$ cat config.mk
export PLATFORM = sky130hd
export DESIGN_NAME = wrdem_ctrl
export DESIGN_NICKNAME = d
export VERILOG_FILES = /design/src/hdl/wrdem_pkg.sv /design/src/hdl/wrdem_ctrl.sv
export SDC_FILE = /design/constraint.sdc
export NUM_CORES = 1
export LEC_CHECK = 0
export BUFFER_PORTS_ARGS = -buffer_cell sky130_fd_sc_hd__buf_4
export CORE_AREA = 8 8 45 47
export CTS_BUF_LIST = sky130_fd_sc_hd__clkbuf_8
export DETAILED_ROUTE_END_ITERATION = 7
export DIE_AREA = 0 0 53 55
export SYNTH_ARGS = -nofsm -noshare
export SYNTH_HDL_FRONTEND = slang
export SYNTH_SLANG_ARGS = --single-unit
$ cat constraint.sdc
create_clock -name clk -period 4 [get_ports clk]
set_input_delay 0 -clock clk [delete_from_list [all_inputs] [get_ports clk]]
set_output_delay 0 -clock clk [all_outputs]
set_load 0.02 [all_outputs]
$ cat src/hdl/wrdem_pkg.sv
// wrdem_pkg: shared types, constants and helper functions for the window rank/delay monitor
// depends on nothing; imported by every module of the block
`timescale 1ns / 1ps
`default_nettype none

package wrdem_pkg;

	localparam int WINDOW_DEF        = 256;
	localparam int RANK_BINS_DEF     = 64;
	localparam int DELAY_BINS_DEF    = 128;
	localparam int PRIORITY_BINS_DEF = 128;

	localparam int VT_W       = 48;
	localparam int TIME_W     = 48;
	localparam int WEIGHT_W   = 16;
	localparam int GROUP_W    = 8;
	localparam int IDX_W      = 9;
	localparam int CNT8_W     = 8;
	localparam int VAL_W      = 48;
	localparam int HIST_W     = 32;
	localparam int CFG_IDX_W  = 2;
	localparam int CFG_DATA_W = 16;

	typedef enum logic [CFG_IDX_W-1:0] {
		CFG_WEIGHT_FILTER = 2'd0,
		CFG_PRIORITY_MODE = 2'd1,
		CFG_LOW_GROUP     = 2'd2,
		CFG_HIGH_GROUP    = 2'd3
	} cfg_reg_t;

	typedef enum logic {
		OP_PUSH = 1'b0,
		OP_READ = 1'b1
	} op_t;

	typedef struct packed {
		op_t                        op;
		logic signed [VT_W-1:0]     entry_vt;
		logic [TIME_W-1:0]          entry_time_in;
		logic [TIME_W-1:0]          entry_time_out;
		logic [WEIGHT_W-1:0]        entry_weight;
		logic [GROUP_W-1:0]         entry_group;
		logic [IDX_W-1:0]           stat_index;
	} item_t;

	typedef struct packed {
		logic                       evaluated;
		logic [CNT8_W-1:0]          rank_count;
		logic [CNT8_W-1:0]          delay_count;
		logic [CNT8_W-1:0]          priority_count;
		logic [VAL_W-1:0]           read_value;
	} result_t;

	typedef struct packed {
		logic signed [VT_W-1:0]     vt;
		logic [TIME_W-1:0]          time_in;
		logic [TIME_W-1:0]          time_out;
		logic [WEIGHT_W-1:0]        weight;
		logic [GROUP_W-1:0]         group;
	} win_t;

	typedef enum logic [3:0] {
		S_CLEAR,
		S_IDLE,
		S_PUSH,
		S_CHECK,
		S_WALK,
		S_DRAIN,
		S_HRD,
		S_HWR,
		S_SRD,
		S_OUT
	} state_t;

	typedef enum logic [3:0] {
		SEL_NONE,
		SEL_RANK,
		SEL_DELAY,
		SEL_PRIO,
		SEL_TOTAL,
		SEL_SUM_RANK,
		SEL_SUM_DELAY,
		SEL_SUM_PRIO,
		SEL_MAX_RANK,
		SEL_MAX_DELAY,
		SEL_MAX_PRIO
	} stat_sel_t;

	typedef struct packed {
		logic clr;
		logic load_in;
		logic push;
		logic chk;
		logic walk_start;
		logic walk_issue;
		logic hist_rd;
		logic hist_wr;
		logic stat_rd;
		logic load_out;
	} cmd_t;

	typedef struct packed {
		logic clr_done;
		logic full_next;
		logic oldest_pass;
		logic newest_low;
		logic prio_mode;
		logic walk_last;
		logic op_read;
	} sts_t;

	function automatic logic [VAL_W-1:0] sat_add48(input logic [VAL_W-1:0] a,
			input logic [VAL_W-1:0] b);
		logic [VAL_W:0] s;
		s = {1'b0, a} + {1'b0, b};
		return s[VAL_W] ? {VAL_W{1'b1}} : s[VAL_W-1:0];
	endfunction

	function automatic logic [HIST_W-1:0] sat_inc32(input logic [HIST_W-1:0] a);
		return (a == {HIST_W{1'b1}}) ? a : a + HIST_W'(1);
	endfunction

endpackage

`default_nettype wire

$ cat src/hdl/wrdem_ctrl.sv
// wrdem_ctrl: sequencing state machine of the monitor
// depends on wrdem_pkg; drives the datapath by cmd_t and reads sts_t
`timescale 1ns / 1ps
`default_nettype none

module wrdem_ctrl
	import wrdem_pkg::*;
(
	input  wire logic clk,
	input  wire logic arst_n,
	input  wire logic item_valid,
	output logic      item_stall,
	output logic      result_valid,
	input  wire logic result_stall,
	input  wire sts_t sts,
	output cmd_t      cmd
);

	state_t state_q, state_nx;
	logic   out_valid_q;
	logic   can_load;

	assign can_load     = !out_valid_q || !result_stall;
	assign item_stall   = (state_q != S_IDLE);
	assign result_valid = out_valid_q;

	always_comb begin
		state_nx = state_q;
		case (state_q)
			S_CLEAR: if (sts.clr_done) state_nx = S_IDLE;
			S_IDLE: begin
				if (item_valid) state_nx = sts.op_read ? S_SRD : S_PUSH;
			end
			S_PUSH:  state_nx = sts.full_next ? S_CHECK : S_OUT;
			S_CHECK: begin
				if (!sts.oldest_pass) state_nx = S_OUT;
				else if (sts.prio_mode && sts.newest_low) state_nx = S_OUT;
				else state_nx = S_WALK;
			end
			S_WALK:  if (sts.walk_last) state_nx = S_DRAIN;
			S_DRAIN: state_nx = S_HRD;
			S_HRD:   state_nx = S_HWR;
			S_HWR:   state_nx = S_OUT;
			S_SRD:   state_nx = S_OUT;
			S_OUT:   if (can_load) state_nx = S_IDLE;
			default: state_nx = S_IDLE;
		endcase
	end

	always_comb begin
		cmd            = '0;
		cmd.clr        = (state_q == S_CLEAR);
		cmd.load_in    = (state_q == S_IDLE) && item_valid;
		cmd.push       = (state_q == S_PUSH);
		cmd.chk        = (state_q == S_CHECK);
		cmd.walk_start = (state_q == S_CHECK) && sts.oldest_pass &&
			!(sts.prio_mode && sts.newest_low);
		cmd.walk_issue = (state_q == S_WALK);
		cmd.hist_rd    = (state_q == S_HRD);
		cmd.hist_wr    = (state_q == S_HWR);
		cmd.stat_rd    = (state_q == S_SRD);
		cmd.load_out   = (state_q == S_OUT) && can_load;
	end

	always_ff @(posedge clk or negedge arst_n) begin
		if (!arst_n) begin
			state_q     <= S_CLEAR;
			out_valid_q <= 1'b0;
		end else begin
			state_q <= state_nx;
			if (cmd.load_out) out_valid_q <= 1'b1;
			else if (!result_stall) out_valid_q <= 1'b0;
		end
	end

endmodule

`default_nettype wire

==> results.md, run 1 <==
* Final WL at 1.16 mm
* CTS tree: built
* First-pass GRT wire length at 1.84 mm
* Leading area contributor after synthesis: dfrtp_1
* Pleak at 0.000312 uW
* CTS Buffer Depth at 2
* Clk_lat worst skew at 0.21 ns
* Sequential share of power at 0.269
* # fillers at 159
* Crit end category: register
* Setup crit start kind: register
* Post-layout minimum cycle time at 1.62 ns
* Die height at 55 um
* Starting density of the core at 0.318
* TNS Setup at 0 ns
* Hold Crit Start: result_stall
* Total power at 455 uW
* Clock power share at 0.191
* Non-filler cells, final at 94
* Post-Syn Nets at 66
* TritonRoute pass-1 iters at 4
* Routability cong. at 0.718
* Vias at 476
* Std cell rows at 14
* CP startpoint: state_q[2]
* RSZ-0062 raised after global routing: false
* Per-cell routed wire length at 12.4 um
* Ys Warns at 0
* Final hold violations at 0
* Die width at 53 um
* Total GRT Usage at 0.0822
* Status: finished clean
* HP Class: input pin to register
* Antenna violations before repair at 0
* # IOs at 23
* Mean Syn Cell Area at 8.01 um2
* Post-layout instance area at 656 um2
* R2r endpoint: state_q[0]
* Placed instance area at 601 um2
* Commonest cells after routing, fill and taps aside: buf_4, nor2_1, a21oi_1
* Final setup vio count at 0
* Core Area at 0.00138 mm2
* Share of cells above drive strength 1 at 0.410
* Max Slew Vio Count at 0
* Commonest non-fill, non-tap cell in the layout: buf_4
* Slew @ Worst Pin at 0.471 ns
* Share of the synthesized area in the top cell type at 0.284
* Remaining global-route overflow at 0
* P_int at 259 uW
* Critical path class: register to register
* Vias in the first global route at 465
* ANT nets after route at 0
* Crit path DAT at 1.72 ns
* P_sw at 196 uW
* IR drop worst, VDD at 0.312 mV
* Hold endpoint: result_valid
* Synth-to-Final Area Change at 48.9%
* Root buffer cell: clkbuf_8
* Post-synthesis register bit count at 5
* Via density at 5.06
* Clock-pin slew on the worst setup and hold paths at 0.03 ns
* PortBufs at 22
* Seq/Total Area, Yosys at 0.284
* TritonCTS Sinks at 5
* Fin util at 0.474
* Switching Share at 0.432
* CTS H-tree lvls at 1
* Reg2reg setup slack at 2.38 ns
* Multi-input gate area at 290 um2
* Largest net degree at the start of global routing at 17
* Max Cap Violations at 0
* Top post-synthesis cells by area: dfrtp_1, nor2_1, nand2b_1
* Power Density at 694 mW/mm2
* Max Clk Rate at 0.616 GHz
* ANT cells at 0
* Worst Reg-to-Reg Cells at 4
* Dpl hpwl at 914 um
* Worst Skew at 0.000636 ns
* Dpl cells at 89
* Worst r2r src: state_q[2]
* Starting DRT DRC Count at 3
* Hold Path Cell Cnt at 3
* Comb power frac at 0.541
* Sequential cell area at 125 um2
* Drt drc at 0
* Final nets at 90
* Die footprint at 0.00292 mm2
* Max-slew headroom at 0.686
* CP Max Fanout at 16
* Data required time at the worst endpoint at 4.10 ns
* Unique cell type count in the Yosys netlist at 26
* Syn Inst Count at 55
* Inserted Clock Buffers at 3
* Synthesized area at 440 um2
* Crit share post-route at 0.406
==> power groups by stage <==
stage | combinational (uW) | sequential, uW | clock, uW
final | 246 | 122 | 86.7
after global routing | 274 | 128 | 95.4
after CTS | 251 | 121 | 90.4
after detailed placement | 249 | 122 | 0
after global placement | 250 | 120 | 0
after floorplan | 208 | 89.6 | 0
==> per-layer routing <==
layer / global-route usage / vias up / routed length [um] / part of all wire
met5: 0 / - / 0 / 0
met3: 0.0455 / 0 / 97 / 0.083
met2: 0.129 / 17 / 561 / 0.48
met4: 0.0259 / 0 / 0 / 0
met1: 0.0936 / 215 / 504 / 0.43
li1: - / 244 / - / -
==> what timing repair did <==
item                                   CTS  global route
setup buffers                            0             0
endpoints found under the hold margin    5             0
resized for setup                        0             0
hold buffers                             1             0
==> cells in the mapped netlist (all sizes together) <==
cell type	n
nor2	9
a21oi	6
nand2b	6
dfrtp	5
nor3	5
buf	4
nand2	4
nor4	2
a211o	1
a21bo	1
a2bb2oi	1
and2b	1
and3	1
mux2	1
nand3b	1
nor3b	1
o21ai	1
o221a	1
o221ai	1
o22a	1
o31ai	1
or2	1
==> flip-flops by register name, indices dropped and copies added (netlist names) <==
register	cells
state_q	4
result_valid	1
==> metrics by stage <==
stage          hold WS, ns  worst slack [ns]
6_report            0.0640              2.38
5_1_grt             0.0862              2.28
4_1_cts             0.0623              2.38
3_5_place_dp        -0.196              2.37
3_3_place_gp        -0.195              2.42
2_1_floorplan       -0.296              2.39
==> critical path, stage by stage (launching register included) <==
cell and delay, ns:
dfrtp_1 0.54, nand2b_1 0.25, nand2b_2 0.22, o221ai_2 0.18, mux2_4 0.31
==> kinds of logic (layout without fill, tap and decap cells) <==
family / count (synthesis) / in the layout / share of synthesized area
flip-flops: 5 / 5 / 0.284
multiplexers: 1 / 1 / 0.0341
AND/OR/NAND/NOR: 31 / 31 / 0.386
buffers and inverters: 4 / 27 / 0.0568
AO/OA/AOI/OAI: 14 / 14 / 0.239
==> final cells by class <==
cell class,count,area share
Clock buffer,3,0.0630
Clock inverter,1,0.00573
Multi-Input combinational cell,46,0.443
Sequential cell,5,0.191
Tap cell,16,0.0305
Timing Repair Buffer,23,0.267
==> how the worst max path moves through the flow <==
stage | to | slack, ns
detailed placement | state_q[0] | 2.37
global placement | state_q[0] | 2.42
global route | state_q[0] | 2.28
finish | state_q[0] | 2.38
floorplan | state_q[0] | 2.39
CTS | state_q[0] | 2.38
(Power assumes the default switching activity.)
==> inputs of run 2 (changes only) <==
- ABC_AREA: unset -> 1
- PLACE_DENSITY: unset -> 0.65
- clock period: 4 -> 1.4 ns (I/O delays scaled with it)
==> run 2 against run 1 <==
Clock skew is 0.00091 ns higher. Wire length up 9.5%. Die area is the same. Non-clock buffer count unchanged. Area after synthesis increased by 3.7%. Total power grew to 3.2 times the previous value. Final area grew 6.3%. Critical path type is now register to output port. Critical endpoint is now cmd[5].
==> results.md, run 2 <==
* Non-filler cells, final at 118 (+26%)
* CTS Buffer Depth at 2 (unchanged)
* Top cells by count, synth: nand2_1, inv_1, nor2_1
* Data required time at the worst endpoint at 1.40 ns (-2.70 ns)
* First-pass GRT wire length at 2.11 mm (+15%)
* Max Cap Violations at 0 (unchanged)
* CP Max Fanout at 6 (-10)
* Unique cell type count in the Yosys netlist at 15 (-42%)
* CTS tree: built
* Root buffer cell: clkbuf_8
* Post-synthesis register bit count at 5 (unchanged)
* Most common cell in the netlist: nand2_1
* Die width at 53 um (unchanged)
* Crit path DAT at 1.26 ns (-0.46 ns)
* Drt drc at 0 (unchanged)
* Routability cong. at 0.840 (+17%)
* Starting DRT DRC Count at 5 (+2)
* Final WS setup at 0.136 ns (-2.24 ns)
* EDFF count, synth at 0 (unchanged)
* Syn Inst Count at 75 (+36%)
* Max FFs per register at 4 (unchanged)
* Dpl hpwl at 1.06 mm (+15%)
* Slew @ Worst Pin at 0.261 ns (-0.209 ns)
* Dpl cells at 113 (+27%)
* Worst Skew at 0.00155 ns (+0.000909 ns)
* Mean Syn Cell Area at 6.09 um2 (-24%)
* Crit share post-route at 0.903
* Leading area contributor after synthesis: dfrtp_1
* Post-CTS setup buffers at 0 (unchanged)
* Clock-pin slew on the worst setup and hold paths at 0.03 ns (about the same)
* Pleak at 0.000444 uW (+42%)
* RSZ-0062 raised after global routing: false
* Clk_lat worst skew at 0.22 ns (about the same)
* Ys Warns at 0 (unchanged)
* ANT cells at 0 (unchanged)
* Top post-synthesis cells by area: dfrtp_1, nand2_1, inv_1
* Max Clk Rate at 0.791 GHz
* Per-cell routed wire length at 10.8 um (-13%)
* Synthesized area at 457 um2 (+3.7%)
* Inserted Clock Buffers at 3 (unchanged)
* Hold slack at 0.00876 ns (-0.0552 ns)
* Post-layout minimum cycle time at 1.26 ns
* Largest net degree at the start of global routing at 7 (-10)
* Die height at 55 um (unchanged)
* Post-synth ARST share at 1.00 (unchanged)
* Total GRT Usage at 0.101 (+0.0187)
* # fillers at 157 (-1.3%)
* Vias in the first global route at 504 (+8.4%)
* CTS H-tree lvls at 1 (unchanged)
* Synth-to-Final Area Change at 52.6%
* IR drop worst, VDD at 0.957 mV (+210%)
* Total power at 1460 uW (+220%)
* Final nets at 114 (+27%)
* Commonest cells after routing, fill and taps aside: buf_4, nand2_1, inv_1
* Critical path class: register to output port
* Final WL at 1.27 mm (+9.5%)
* PortBufs at 22 (unchanged)
* Starting density of the core at 0.330 (+0.0118)
* Share of the synthesized area in the top cell type at 0.274 (-0.0101)
* TritonCTS Sinks at 5 (unchanged)
* Die footprint at 0.00292 mm2 (unchanged)
* Post-Syn Nets at 86 (+30%)
* TNS Setup at 0 ns (unchanged)
* Top FF cell, synth: dfrtp_1
* Final hold violations at 0 (unchanged)
* Placement Setup Slack at 0.212 ns (-2.16 ns)
* HP Class: input pin to register
* Setup crit start kind: register
* Power Density at 2100 mW/mm2 (+200%)
* TritonRoute pass-1 iters at 4 (unchanged)
* Final setup vio count at 0 (unchanged)
* Max-slew headroom at 0.826 (+0.140)
* Status: finished clean
* Via density at 4.50 (-11%)
* # IOs at 23 (unchanged)
* Core Area at 0.00138 mm2 (unchanged)
* Antenna violations before repair at 0 (unchanged)
* Vias at 531 (+12%)
* Crit end category: output port
* Share of cells above drive strength 1 at 0.392 (-0.0181)
* Seq/Total Area, Yosys at 0.274 (-0.0101)
* Std cell rows at 14 (unchanged)
* Biggest register: state_q
* ANT nets after route at 0 (unchanged)
* Commonest non-fill, non-tap cell in the layout: buf_4
* Remaining global-route overflow at 0 (unchanged)
* Max Slew Vio Count at 0 (unchanged)
run 2: cell count changes after synthesis, moves of 3 or more:
cell      before  now
a21oi_1        6    1
inv_1          0   12
inv_2          0    5
nand2_1        3   19
nand2_2        1    4
nand2b_1       5    0
nand3_1        0    4
nor2_4         0    3
run 2: critical path, stage by stage (launching register included):
cell     delay [ns]
dfrtp_1        0.43
nor2_4         0.24
nand2_2        0.11
nor2_1         0.11
buf_4          0.14
run 2: worst paths after layout:
kind | cells past startpoint | from | endpoint | slack [ns]
worst min-delay path | 3 | result_stall | result_valid | 0.009
worst max-delay path | 4 | state_q[3] | cmd[5] | 0.14
min in group asynchronous | 2 | arst_n | state_q[2] | 0.12
worst min register to register | 2 | result_valid | result_valid | 0.50
worst max register to register | 7 | state_q[1] | state_q[0] | 0.19
max in group asynchronous | 2 | arst_n | state_q[1] | 1.17
run 2: cell type report:
type                            instances  area (um2)  share of cell area
Inverter                               17        63.8              0.0916
Tap cell                               16        20.0              0.0287
Clock inverter                          1        3.75             0.00539
Timing Repair Buffer                   23         175               0.251
Sequential cell                         5         125               0.180
Clock buffer                            3        41.3              0.0592
Multi-Input combinational cell         53         268               0.384
run 2: routing by layer:
layer  vias to the layer above  share of wire  GRT usage
met5                         -              0          0
met4                         0          0.034      0.108
met3                         4          0.049     0.0294
met2                        18           0.47      0.148
met1                       226           0.45      0.111
li1                        283              -          -
run 2: cells by family after synthesis:
logic type	count (synthesis)	synth area share
buffers and inverters	17	0.140
DFF	5	0.274
AOI/OAI and AO/OA	3	0.0383
and+or+nand+nor	50	0.548
run 2: power breakdown:
| part | switching, uW | total [uW] | internal [uW] |
|---|---|---|---|
| registers | 86.2 | 292 | 205 |
| logic | 572 | 914 | 341 |
| clock network | 71.5 | 259 | 188 |
| total | 730 | 1460 | 735 |
run 2: what timing repair did:
action | 4_1_cts | 5_1_grt
hold buffers | 1 | 0
gates resized for setup | 0 | 0
hold endpoints to repair | 5 | 0
run 2: through the flow:
| stage | instance area (um2) | utilization |
|---|---|---|
| floorplan | 457 | - |
| global placement | 642 | 0.464 |
| detailed placement | 642 | 0.464 |
| CTS | 697 | 0.504 |
| global route | 697 | 0.504 |
| finish | 697 | 0.504 |
